[src/hdl/sbfd_pkg.sv]
`timescale 1ns / 1ps

package sbfd_pkg;

	localparam int FRAME_BYTES = 25;
	localparam int FRAME_BITS  = FRAME_BYTES * 8;
	localparam int CH_BITS     = 11;
	localparam int FLAG_POS    = 23;
	localparam int MUL_W       = 17;
	localparam int PROD_W      = CH_BITS + MUL_W;
	localparam int ROUND_VAL   = 32768;
	localparam int FRAC_BITS   = 16;

	localparam logic [7:0]  HDR_BYTE    = 8'h0F;
	localparam logic [11:0] SW_LOW      = 12'd998;
	localparam logic [11:0] SW_HIGH     = 12'd1998;
	localparam logic [4:0]  SW_CH_FIRST = 5'd16;
	localparam logic [4:0]  SW_CH_LAST  = 5'd17;

	localparam logic [1:0] CFG_GAP_TICKS    = 2'd0;
	localparam logic [1:0] CFG_MAX_CHANNELS = 2'd1;
	localparam logic [1:0] CFG_SCALE_MUL    = 2'd2;
	localparam logic [1:0] CFG_SCALE_OFFSET = 2'd3;

	typedef struct packed {
		logic tick;
		logic byte_in;
		logic hdr_drop;
		logic start;
		logic mul;
		logic advance;
	} dp_cmd_t;

	typedef struct packed {
		logic byte_last;
		logic hdr_ok;
		logic cnt_zero;
		logic last;
		logic more_prop;
	} dp_stat_t;

endpackage

[src/hdl/sbfd_if.sv]
`timescale 1ns / 1ps

interface sbfd_in_if;
	logic       valid;
	logic       ready;
	logic       opcode;
	logic [7:0] rx_byte;
	modport source (output valid, output opcode, output rx_byte, input ready);
	modport sink (input valid, input opcode, input rx_byte, output ready);
endinterface

interface sbfd_out_if;
	logic        valid;
	logic        ready;
	logic [4:0]  channel_index;
	logic [11:0] channel_value;
	logic        failsafe;
	logic        frame_lost;
	logic [15:0] drop_count;
	logic        last;
	modport source (output valid, output channel_index, output channel_value,
		output failsafe, output frame_lost, output drop_count, output last, input ready);
	modport sink (input valid, input channel_index, input channel_value,
		input failsafe, input frame_lost, input drop_count, input last, output ready);
endinterface

interface sbfd_cfg_if;
	logic        valid;
	logic        ready;
	logic [1:0]  index;
	logic [16:0] data;
	modport source (output valid, output index, output data, input ready);
	modport sink (input valid, input index, input data, output ready);
endinterface

[src/hdl/sbfd_dp.sv]
`timescale 1ns / 1ps

module sbfd_dp #(
	parameter int NUM_CHANNELS = 16
) (
	input  logic               clk,
	input  logic               arst_n,
	input  sbfd_pkg::dp_cmd_t  cmd,
	input  logic [7:0]         rx_byte,
	input  logic               cfg_we,
	input  logic [1:0]         cfg_index,
	input  logic [16:0]        cfg_data,
	output sbfd_pkg::dp_stat_t stat,
	output logic [4:0]         channel_index,
	output logic [11:0]        channel_value,
	output logic               failsafe,
	output logic               frame_lost,
	output logic [15:0]        drop_count,
	output logic               last
);

	localparam logic [4:0] NUM_CH = 5'(NUM_CHANNELS);

	logic [sbfd_pkg::FRAME_BITS-1:0] frame_q;
	logic [4:0]                      byte_cnt_q;
	logic [15:0]                     idle_q;
	logic [15:0]                     drops_q;
	logic [15:0]                     gap_q;
	logic [4:0]                      maxch_q;
	logic [16:0]                     mul_q;
	logic [11:0]                     off_q;
	logic [3:0]                      flags_q;
	logic [4:0]                      ch_q;
	logic [sbfd_pkg::PROD_W-1:0]     prod_q;

	logic [15:0]                     idle_inc;
	logic [4:0]                      cnt;
	logic [5:0]                      ch_next;
	logic [sbfd_pkg::PROD_W:0]       rnd;
	logic [13:0]                     total;
	logic [11:0]                     scaled_val;
	logic [11:0]                     sw_val;

	assign idle_inc = (idle_q == 16'hFFFF) ? idle_q : idle_q + 16'd1;
	assign cnt      = (maxch_q > NUM_CH) ? NUM_CH : maxch_q;
	assign ch_next  = {1'b0, ch_q} + 6'd1;

	assign rnd        = {1'b0, prod_q} + (sbfd_pkg::PROD_W + 1)'(sbfd_pkg::ROUND_VAL);
	assign total      = {1'b0, rnd[sbfd_pkg::PROD_W:sbfd_pkg::FRAC_BITS]} + {2'b00, off_q};
	assign scaled_val = (total > 14'd4095) ? 12'hFFF : total[11:0];
	assign sw_val     = flags_q[{1'b0, ch_q[0]}] ? sbfd_pkg::SW_HIGH : sbfd_pkg::SW_LOW;

	assign stat.byte_last = (byte_cnt_q == 5'(sbfd_pkg::FRAME_BYTES - 1));
	assign stat.hdr_ok    = (frame_q[7:0] == sbfd_pkg::HDR_BYTE);
	assign stat.cnt_zero  = (cnt == 5'd0);
	assign stat.more_prop = (ch_next < {1'b0, cnt});
	assign stat.last      = (ch_q == sbfd_pkg::SW_CH_LAST) ||
		((ch_next == {1'b0, cnt}) && (cnt < sbfd_pkg::SW_CH_FIRST));

	assign channel_index = ch_q;
	assign channel_value = (ch_q >= sbfd_pkg::SW_CH_FIRST) ? sw_val : scaled_val;
	assign failsafe      = flags_q[3];
	assign frame_lost    = flags_q[3] | flags_q[2];
	assign drop_count    = drops_q;
	assign last          = stat.last;

	always_ff @(posedge clk or negedge arst_n) begin
		if (!arst_n) begin
			byte_cnt_q <= '0;
			idle_q     <= '0;
			drops_q    <= '0;
			gap_q      <= 16'd3000;
			maxch_q    <= 5'd16;
			mul_q      <= 17'd40960;
			off_q      <= 12'd875;
			ch_q       <= '0;
			flags_q    <= '0;
		end else begin
			if (cfg_we) begin
				unique case (cfg_index)
					sbfd_pkg::CFG_GAP_TICKS:    gap_q   <= cfg_data[15:0];
					sbfd_pkg::CFG_MAX_CHANNELS: maxch_q <= cfg_data[4:0];
					sbfd_pkg::CFG_SCALE_MUL:    mul_q   <= cfg_data;
					sbfd_pkg::CFG_SCALE_OFFSET: off_q   <= cfg_data[11:0];
					default: ;
				endcase
			end
			if (cmd.tick) begin
				idle_q <= idle_inc;
				if ((idle_inc > gap_q) && (byte_cnt_q != 5'd0)) begin
					drops_q    <= drops_q + 16'd1;
					byte_cnt_q <= '0;
				end
			end
			if (cmd.byte_in) begin
				idle_q     <= '0;
				byte_cnt_q <= stat.byte_last ? 5'd0 : byte_cnt_q + 5'd1;
			end
			if (cmd.hdr_drop) begin
				drops_q <= drops_q + 16'd1;
			end
			if (cmd.start) begin
				flags_q <= frame_q[sbfd_pkg::FLAG_POS*8 +: 4];
				ch_q    <= '0;
			end
			if (cmd.advance) begin
				ch_q <= ch_next[4:0];
			end
		end
	end

	always_ff @(posedge clk) begin
		if (cmd.byte_in) begin
			frame_q <= {rx_byte, frame_q[sbfd_pkg::FRAME_BITS-1:8]};
		end else if (cmd.mul) begin
			frame_q <= frame_q >> sbfd_pkg::CH_BITS;
		end
		if (cmd.mul) begin
			prod_q <= {{sbfd_pkg::MUL_W{1'b0}}, frame_q[8 +: sbfd_pkg::CH_BITS]} *
				{{sbfd_pkg::CH_BITS{1'b0}}, mul_q};
		end
	end

endmodule

[src/hdl/sbfd_ctrl.sv]
`timescale 1ns / 1ps

module sbfd_ctrl (
	input  logic               clk,
	input  logic               arst_n,
	input  logic               in_valid,
	input  logic               in_opcode,
	output logic               in_ready,
	output logic               out_valid,
	input  logic               out_ready,
	input  sbfd_pkg::dp_stat_t stat,
	output sbfd_pkg::dp_cmd_t  cmd
);

	typedef enum logic [3:0] {
		S_IDLE  = 4'b0001,
		S_CHECK = 4'b0010,
		S_MUL   = 4'b0100,
		S_OUT   = 4'b1000
	} state_t;

	state_t state_q, state_d;
	logic   in_acc, out_acc;

	assign in_ready  = (state_q == S_IDLE);
	assign out_valid = (state_q == S_OUT);
	assign in_acc    = in_valid & in_ready;
	assign out_acc   = out_valid & out_ready;

	always_comb begin
		cmd          = '0;
		cmd.tick     = in_acc & in_opcode;
		cmd.byte_in  = in_acc & ~in_opcode;
		state_d      = state_q;
		unique case (state_q)
			S_IDLE: begin
				if (cmd.byte_in && stat.byte_last) state_d = S_CHECK;
			end
			S_CHECK: begin
				if (!stat.hdr_ok) begin
					cmd.hdr_drop = 1'b1;
					state_d      = S_IDLE;
				end else if (stat.cnt_zero) begin
					state_d = S_IDLE;
				end else begin
					cmd.start = 1'b1;
					state_d   = S_MUL;
				end
			end
			S_MUL: begin
				cmd.mul = 1'b1;
				state_d = S_OUT;
			end
			S_OUT: begin
				if (out_acc) begin
					if (stat.last) begin
						state_d = S_IDLE;
					end else begin
						cmd.advance = 1'b1;
						state_d     = stat.more_prop ? S_MUL : S_OUT;
					end
				end
			end
			default: state_d = S_IDLE;
		endcase
	end

	always_ff @(posedge clk or negedge arst_n) begin
		if (!arst_n) begin
			state_q <= S_IDLE;
		end else begin
			state_q <= state_d;
		end
	end

endmodule

[src/hdl/sbus_frame_decoder_core.sv]
`timescale 1ns / 1ps

// S.BUS frame decoder. Each input transaction is one received byte or one time
// tick; in idle both are taken at one per cycle. After the 25th byte the block
// checks the header, then for each proportional channel uses the shared 11x17
// multiplier (S_MUL) and then presents the result (S_OUT), where it may be held
// by an output stall; the two switch channels are only presented, without the
// multiplier, and only when 16 proportional channels are decoded. Input is not
// taken until the final result of the frame has been transferred.
module sbus_frame_decoder_core #(
	parameter int NUM_CHANNELS = 16
) (
	input logic         clk,
	input logic         arst_n,
	sbfd_in_if.sink     rx_in,
	sbfd_out_if.source  res_out,
	sbfd_cfg_if.sink    cfg
);

	sbfd_pkg::dp_cmd_t  cmd;
	sbfd_pkg::dp_stat_t stat;

	assign cfg.ready = 1'b1;

	sbfd_ctrl u_ctrl (
		.clk       (clk),
		.arst_n    (arst_n),
		.in_valid  (rx_in.valid),
		.in_opcode (rx_in.opcode),
		.in_ready  (rx_in.ready),
		.out_valid (res_out.valid),
		.out_ready (res_out.ready),
		.stat      (stat),
		.cmd       (cmd)
	);

	sbfd_dp #(
		.NUM_CHANNELS (NUM_CHANNELS)
	) u_dp (
		.clk           (clk),
		.arst_n        (arst_n),
		.cmd           (cmd),
		.rx_byte       (rx_in.rx_byte),
		.cfg_we        (cfg.valid & cfg.ready),
		.cfg_index     (cfg.index),
		.cfg_data      (cfg.data),
		.stat          (stat),
		.channel_index (res_out.channel_index),
		.channel_value (res_out.channel_value),
		.failsafe      (res_out.failsafe),
		.frame_lost    (res_out.frame_lost),
		.drop_count    (res_out.drop_count),
		.last          (res_out.last)
	);

endmodule
[src/flat_wrapper.sv]
// flat-port wrapper written by rule: the top's interface ports become plain ports
module sbus_frame_decoder_core_flat 
#(
	parameter int NUM_CHANNELS = 16
)
  (clk, arst_n, rx_in_valid, rx_in_opcode, rx_in_rx_byte, rx_in_ready, res_out_valid, res_out_channel_index, res_out_channel_value, res_out_failsafe, res_out_frame_lost, res_out_drop_count, res_out_last, res_out_ready, cfg_valid, cfg_index, cfg_data, cfg_ready);
  sbfd_in_if rx_in_i ();
  sbfd_out_if res_out_i ();
  sbfd_cfg_if cfg_i ();
  input logic clk;
  input logic arst_n;
  input wire logic [$bits(rx_in_i.valid)-1:0] rx_in_valid;
  input wire logic [$bits(rx_in_i.opcode)-1:0] rx_in_opcode;
  input wire logic [$bits(rx_in_i.rx_byte)-1:0] rx_in_rx_byte;
  output wire logic [$bits(rx_in_i.ready)-1:0] rx_in_ready;
  output wire logic [$bits(res_out_i.valid)-1:0] res_out_valid;
  output wire logic [$bits(res_out_i.channel_index)-1:0] res_out_channel_index;
  output wire logic [$bits(res_out_i.channel_value)-1:0] res_out_channel_value;
  output wire logic [$bits(res_out_i.failsafe)-1:0] res_out_failsafe;
  output wire logic [$bits(res_out_i.frame_lost)-1:0] res_out_frame_lost;
  output wire logic [$bits(res_out_i.drop_count)-1:0] res_out_drop_count;
  output wire logic [$bits(res_out_i.last)-1:0] res_out_last;
  input wire logic [$bits(res_out_i.ready)-1:0] res_out_ready;
  input wire logic [$bits(cfg_i.valid)-1:0] cfg_valid;
  input wire logic [$bits(cfg_i.index)-1:0] cfg_index;
  input wire logic [$bits(cfg_i.data)-1:0] cfg_data;
  output wire logic [$bits(cfg_i.ready)-1:0] cfg_ready;
  assign rx_in_i.valid = rx_in_valid;
  assign rx_in_i.opcode = rx_in_opcode;
  assign rx_in_i.rx_byte = rx_in_rx_byte;
  assign rx_in_ready = rx_in_i.ready;
  assign res_out_valid = res_out_i.valid;
  assign res_out_channel_index = res_out_i.channel_index;
  assign res_out_channel_value = res_out_i.channel_value;
  assign res_out_failsafe = res_out_i.failsafe;
  assign res_out_frame_lost = res_out_i.frame_lost;
  assign res_out_drop_count = res_out_i.drop_count;
  assign res_out_last = res_out_i.last;
  assign res_out_i.ready = res_out_ready;
  assign cfg_i.valid = cfg_valid;
  assign cfg_i.index = cfg_index;
  assign cfg_i.data = cfg_data;
  assign cfg_ready = cfg_i.ready;
  sbus_frame_decoder_core #(.NUM_CHANNELS(NUM_CHANNELS)) u_core (.clk(clk), .arst_n(arst_n), .rx_in(rx_in_i), .res_out(res_out_i), .cfg(cfg_i));
endmodule
[config.mk]
export PLATFORM = sky130hd
export DESIGN_NAME = sbus_frame_decoder_core_flat
export DESIGN_NICKNAME = d
export VERILOG_FILES = /design/src/hdl/sbfd_pkg.sv /design/src/hdl/sbfd_if.sv /design/src/hdl/sbfd_dp.sv /design/src/hdl/sbfd_ctrl.sv /design/src/hdl/sbus_frame_decoder_core.sv /design/src/flat_wrapper.sv
export SDC_FILE = /design/constraint.sdc
export NUM_CORES = 1
export LEC_CHECK = 0
export BUFFER_PORTS_ARGS = -buffer_cell sky130_fd_sc_hd__buf_2
export CORE_ASPECT_RATIO = 1.25
export CORE_MARGIN = 2
export CORE_UTILIZATION = 42
export CTS_BUF_LIST = sky130_fd_sc_hd__clkbuf_4 sky130_fd_sc_hd__clkbuf_8 sky130_fd_sc_hd__clkbuf_16
export DETAILED_ROUTE_END_ITERATION = 8
export PLACE_DENSITY = 0.59
export SLEW_MARGIN = 0
export SYNTH_ARGS = -nofsm -noshare
export SYNTH_HDL_FRONTEND = slang
export SYNTH_SLANG_ARGS = --single-unit
[constraint.sdc]
create_clock -name clk -period 8.15 [get_ports clk]
set_input_delay 1.63 -clock clk [delete_from_list [all_inputs] [get_ports clk]]
set_output_delay 1.63 -clock clk [all_outputs]
set_load 0.01 [all_outputs]
Word-level counts from Yosys, hierarchy flattened:

Cells that the tools add are included.

* add/sub/neg operators: 6
* eq/ne operators: 14
* multipliers: 1
* reduce and logical (&&, ||, !) cells: 20
* bitwise gates (word level): 6
* magnitude comparators: 7
* mux-type cells: 35

Operators by type and width (count)
* 2-to-1 mux 200 bit: 2
* 2-to-1 mux 16 bit: 6
* 2-to-1 mux 5 bit: 7
* adder 16 x 1 -> 16 bit, second input constant: 2
* adder 28 x 16 -> 29 bit, second input constant: 1
* multiplier 11 x 17 -> 28 bit: 1
* 2-to-1 mux 12 bit: 2
* 2-to-1 mux 4 bit: 5
* equality test 16 bit, second input constant: 1
* > comparator 16 bit: 1
* one-hot mux 4 bit (4 select lines): 1
* adder 13 x 12 -> 14 bit: 1
* > comparator 14 x 12 -> 1 bit, second input constant: 1
* AND reduction 2 bit: 7
* nonzero test 2 bit: 6
* 2-to-1 mux 11 bit: 1
* equality test 5 bit, second input constant: 2
* 2-to-1 mux 1 bit: 9
* equality test 8 x 4 -> 1 bit, second input constant: 1
* adder 5 x 1 -> 6 bit, second input constant: 1
* equality test 6 x 5 -> 1 bit: 1
* less-than comparator 6 x 5 -> 1 bit: 1
* adder 5 x 1 -> 5 bit, second input constant: 1
* >= comparator 5 bit, second input constant: 1
* other kinds (20): 27

* word-level logic and storage cells: 101
* output and inout bits: 39
* register bits: 328

Longest topological paths before layout:

* word-level depth: 9
* depth in mapped cells: 21
* gate-level depth less buffers: 19

By module:

From an unflattened synthesis, not the netlist that was laid out.

* cells, all modules: 1707
* area, all modules: 20422.1 um^2

By module, submodules not included
* sbfd_dp: seq. area each 8819.7 um^2, times used 1, area each 20103.0 um^2, cells each 1673
* sbfd_ctrl: seq. area each 101.3 um^2, times used 1, area each 307.8 um^2, cells each 32
* sbus_frame_decoder_core: seq. area each 0.0 um^2, times used 1, area each 11.3 um^2, cells each 2

Worst setup path before layout:

Ideal clock, no wire load.

* path kind: input to register
* start: in rx_in_opcode
* end: reg u_core.u_dp.frame_q[0] in the netlist's numbering, enable pin
* required time: 7554 ps
* data arrival time: 6805 ps
* cell stages on the path: 5
* buffers on the path: 2
* library setup time: 596 ps
* slack: 750 ps
* cells stage by stage: inv_1 -> clkbuf_1 -> nand2_1 -> clkbuf_1 -> nand2b_1

* longest elaborated chain between the ends: 3

Ends and longest elaborated chain
* from (decl): line flat_wrapper.sv:13 `input wire logic [$bits(rx_in_i.opcode)-1:0] rx_in_opcode;`
* inverter 1 bit: line sbfd_ctrl.sv:33 `cmd.byte_in = in_acc & ~in_opcode;`
* AND 1 bit: line sbfd_ctrl.sv:33
* nonzero test 2 bit (no source line)
* to (signal assigned): line sbfd_dp.sv:114 `frame_q <= {rx_byte, frame_q[sbfd_pkg::FRAME_BITS-1:8]};`
* to (signal assigned): line sbfd_dp.sv:116 `frame_q <= frame_q >> sbfd_pkg::CH_BITS;`
* to (decl): line sbfd_dp.sv:24 `logic [sbfd_pkg::FRAME_BITS-1:0] frame_q;`

Every way passes these cells.
A chain may end at the register's enable or synchronous reset.

Worst setup path in the final report:

* start: reg u_core.u_dp.frame_q[12] in the netlist's numbering
* end: reg u_core.u_dp.prod_q[26] in the netlist's numbering, data pin

* longest elaborated chain between the ends: 1

Ends and longest elaborated chain
* multiplier 11 x 17 -> 28 bit: line sbfd_dp.sv:119 `prod_q <= {{sbfd_pkg::MUL_W{1'b0}}, frame_q[8 +: sbfd_pkg::CH_BITS]} *`
* to (signal assigned): line sbfd_dp.sv:119
* to (decl): line sbfd_dp.sv:34 `logic [sbfd_pkg::PROD_W-1:0] prod_q;`

Every way passes these cells.

==> metrics.csv <==
stage;metric;value;unit
run_status;status;finished, final reports clean;
power;powerDensity;358;nW/um2
global_route;grt_overflow_total;0;
power;power.internal;0.00470;W
drt;postRouteAntennaNets;0;
layout;fin_cells;2808;
place;post-dp-hpwl;31.6;mm
sta;relSlewSlack;32.3;%
setup_path;timing.rr.end;u_core.u_dp.prod_q[26]$_DFFE_PP_;
global_route;use_met1;21.8;%
power;p_clk_share;19.4;%
sta;setup-tns-final;0;ns
sta;min_period;6.07;ns
power;power_frac_comb;54.4;%
min_path;hold_class;reg2reg;
layout;diodes;0;
sta;max_slew.worst_pin.slew;1.01;ns
synthesis;synth_fp_nets;2394;
cts;clock-sinks;313;
global_route;grt_start_max_net_pins;195;
place;post-place-cells;2747;
drt;drt_wl_total;44.2;mm
setup_path;regToRegStartpoint;u_core.u_dp.frame_q[12]$_DFFE_PP_;
min_path;holdPathEnd;u_core.u_dp.drop_count[15]$_DFFE_PN0P_;
job;maxCapViolations;0;
die;start_util;42.6;%
sta;skew;0.0168;ns
sta;finalMaxSlewViolations;0;
synthesis;ys_warn_count;0;
sta;fmax;0.165;GHz
global_route;grt_pass1_vias;14900;
setup_path;worstSetupEndpointType;register;
layout;drive_gt1_share;9.98;%
synthesis;synth_edf_count;213;
power;p_sw;0.00338;W
cts;tritoncts;yes;
cts;postCtsSetupRepairBufs;0;
sta;worst_hold_slack;0.478;ns
die;die-area;50900;um2
synthesis;synth.distinct_cells;82;
setup_path;crit_type;reg2reg;
die;die_height;252;um
layout;layout_common_cells;nand2_1 (729), edfxtp_1 (213), inv_1 (187);
setup_path;start_kind;register;
layout;area_delta_synth_final;9.52;%
sta;finalCritPeriodShare;74.5;%
min_path;hold_depth;1;
cts;cts_resized;0;
setup_path;r2r_slack;2.08;ns
global_route;top_usage_layer;met2;
power;switching_share;41.9;%
global_route;antenna_found_initial;2;
setup_path;arrival;6.34;ns
cts;clk_root_buffer_cell;clkbuf_16;
power;power.share.sequential;26.1;%
sta;rsz0062_at_grt;no;
place;io_buffers;70;
synthesis;ys_seq_area_share;43.3;%
power;irDropWorstVdd;0.563;mV
layout;fillCellCount;4621;
global_route;grt_use_met3;2.67;%
cts;ctsHtreeMaxLevel;2;
global_route;grt_pass1_wl;74.3;mm
drt;viasPerCell;5.10;
global_route;met2_usage;32.9;%
cts;hold_buffers;0;
global_route;grt_use_total;18.0;%
drt;dr.pass1.iters;5;
cts;clockBufferDepth;3;
synthesis;syn-cell-area;20600;um2
min_path;hp-start;u_core.u_dp.drop_count[15]$_DFFE_PN0P_;
setup_path;r2r_cells;17;
synthesis;synthCells;2124;
sta;hold_viol_final;0;
power;totalPowerFinal;0.00808;W
setup_path;critPathMaxFanout;19;
drt;drtIter0Drc;903;
layout;layout_commonest_cell;nand2_1;
die;num_rows;90;
cts;path_clk_slew;0.06;ns
drt;via_count;14300;
die;ioPinCount;72;
setup_path;cp.required;8.42;ns
place;gp_congestion;0.839;
cts;insertion_delay;0.53;ns
sta;setup_viol;0;
synthesis;ys_seq_elements;313;
synthesis;yosys_most_used_dff;edfxtp_1;
die;core_area;48400;um2
drt;drc;0;
power;p_leak;10.4;nW
synthesis;synthArstFlopShare;31.9;%
drt;routedWlPerCell;15.8;um
cts;tritoncts.num_buffers;34;
die;dieWidth;202;um
layout;nets;2409;
synthesis;avgSynthCellArea;9.71;um2
logic make-up (layout without fill, tap and decap cells):
family	Yosys count	after routing	synth area share, %
other	1	1	0.0182
buffers and inverters	284	324	5.54
adders and majority gates	237	237	19.3
xor gates and xnor gates	60	60	2.55
DFF	313	313	43.3
muxes	49	49	2.63
AOI/OAI and AO/OA	174	174	5.41
and+or+nand+nor	1006	1006	21.3
synthesized netlist by cell type, drive strengths merged (4+ instances only):
master / number / share of area [%]
edfxtp: 213 / 31
dfrtp: 82 / 10
ha: 103 / 6.3
inv: 187 / 3.4
nor3: 14 / 0.36
nand4: 20 / 0.64
xor2: 27 / 1.1
and3: 20 / 0.61
a22o: 7 / 0.30
a211oi: 5 / 0.18
o21a: 4 / 0.15
mux2: 42 / 2.3
nand3b: 5 / 0.18
xnor2: 33 / 1.4
o21bai: 5 / 0.18
a21oi: 47 / 1.2
nand2: 731 / 13
fa: 134 / 13
o21ai: 54 / 1.3
mux2i: 7 / 0.34
clkbuf: 50 / 0.91
dfstp: 18 / 2.3
nand2b: 9 / 0.27
a21o: 15 / 0.55
buf: 47 / 1.2
or3: 5 / 0.16
nand3: 29 / 0.70
nor2b: 9 / 0.27
a31oi: 6 / 0.21
nor2: 47 / 0.89
and2: 96 / 2.9
routing by layer:
layer | routed length [um] | vias up | part of all wire (%)
met5 | 12 | - | 0.027
met4 | 1330 | 2 | 3.0
met3 | 1620 | 82 | 3.7
met2 | 22800 | 226 | 52
met1 | 18500 | 7078 | 42
li1 | - | 6926 | -
sequential cells by signal, summed over array words and instances, names as in the netlist:
signal                     flops
u_core.u_dp.frame_q          200
u_core.u_dp.mul_q             17
u_core.u_dp.drop_count        16
u_core.u_dp.gap_q             16
u_core.u_dp.idle_q            16
u_core.u_dp.prod_q            13
u_core.u_dp.off_q             12
u_core.u_dp.byte_cnt_q         5
u_core.u_dp.channel_index      5
u_core.u_dp.maxch_q            5
u_core.u_ctrl.state_q          4
u_core.u_dp.flags_q            4
worst max-delay path by stage:
stage	slack (ns)	startpoint	endpoint	cells after the start
5_1_grt	1.73	u_core.u_dp.frame_q[15]$_DFFE_PP_	u_core.u_dp.prod_q[26]$_DFFE_PP_	17
3_3_place_gp	2.26	u_core.u_dp.frame_q[12]$_DFFE_PP_	u_core.u_dp.prod_q[26]$_DFFE_PP_	17
2_1_floorplan	0.75	rx_in_opcode	u_core.u_dp.frame_q[0]$_DFFE_PP_	5
4_1_cts	2.12	u_core.u_dp.frame_q[12]$_DFFE_PP_	u_core.u_dp.prod_q[26]$_DFFE_PP_	17
6_report	2.08	u_core.u_dp.frame_q[12]$_DFFE_PP_	u_core.u_dp.prod_q[26]$_DFFE_PP_	17
3_5_place_dp	2.15	u_core.u_dp.frame_q[12]$_DFFE_PP_	u_core.u_dp.prod_q[26]$_DFFE_PP_	17
worst max-delay path, cell delays in order (launching register included):
cell and delay [ns]:
edfxtp_1 0.82, nand2_1 0.17, fa_1 0.53, fa_1 0.52
inv_1 0.05, fa_1 0.47, fa_1 0.54, inv_1 0.05
fa_1 0.52, inv_1 0.04, ha_1 0.34, a211oi_1 0.26
o211ai_1 0.15, a221oi_2 0.49, nand4_1 0.27, a21oi_1 0.27
nor2b_1 0.08, o31a_1 0.24
final cells by class:
class / instances / area, um2 / area share (%)
clock inverter: 16 / 154 / 0.682
tap: 644 / 806 / 3.57
clock buffer: 45 / 987 / 4.37
sequential: 313 / 8920 / 39.5
multi-input combinational: 1527 / 10600 / 46.9
timing repair buffer: 76 / 423 / 1.87
inverter: 187 / 702 / 3.11
stage by stage:
step           area (um2)  util (%)  setup WS [ns]
2_1_floorplan       20600         -          0.750
3_3_place_gp        21400      44.3           2.26
3_5_place_dp        21400      44.3           2.15
4_1_cts             22600      46.6           2.12
5_1_grt             22600      46.6           1.73
6_report            22600      46.6           2.08
power groups by stage:
stage | Clock [W] | Sequential, W | Combinational [W]
4_1_cts | 0.00161 | 0.00211 | 0.00448
3_5_place_dp | 0 | 0.00214 | 0.00444
2_1_floorplan | 0 | 0.00207 | 0.00344
3_3_place_gp | 0 | 0.00214 | 0.00433
6_report | 0.00157 | 0.00211 | 0.00440
5_1_grt | 0.00167 | 0.00213 | 0.00506
(Power assumes the default switching activity.)
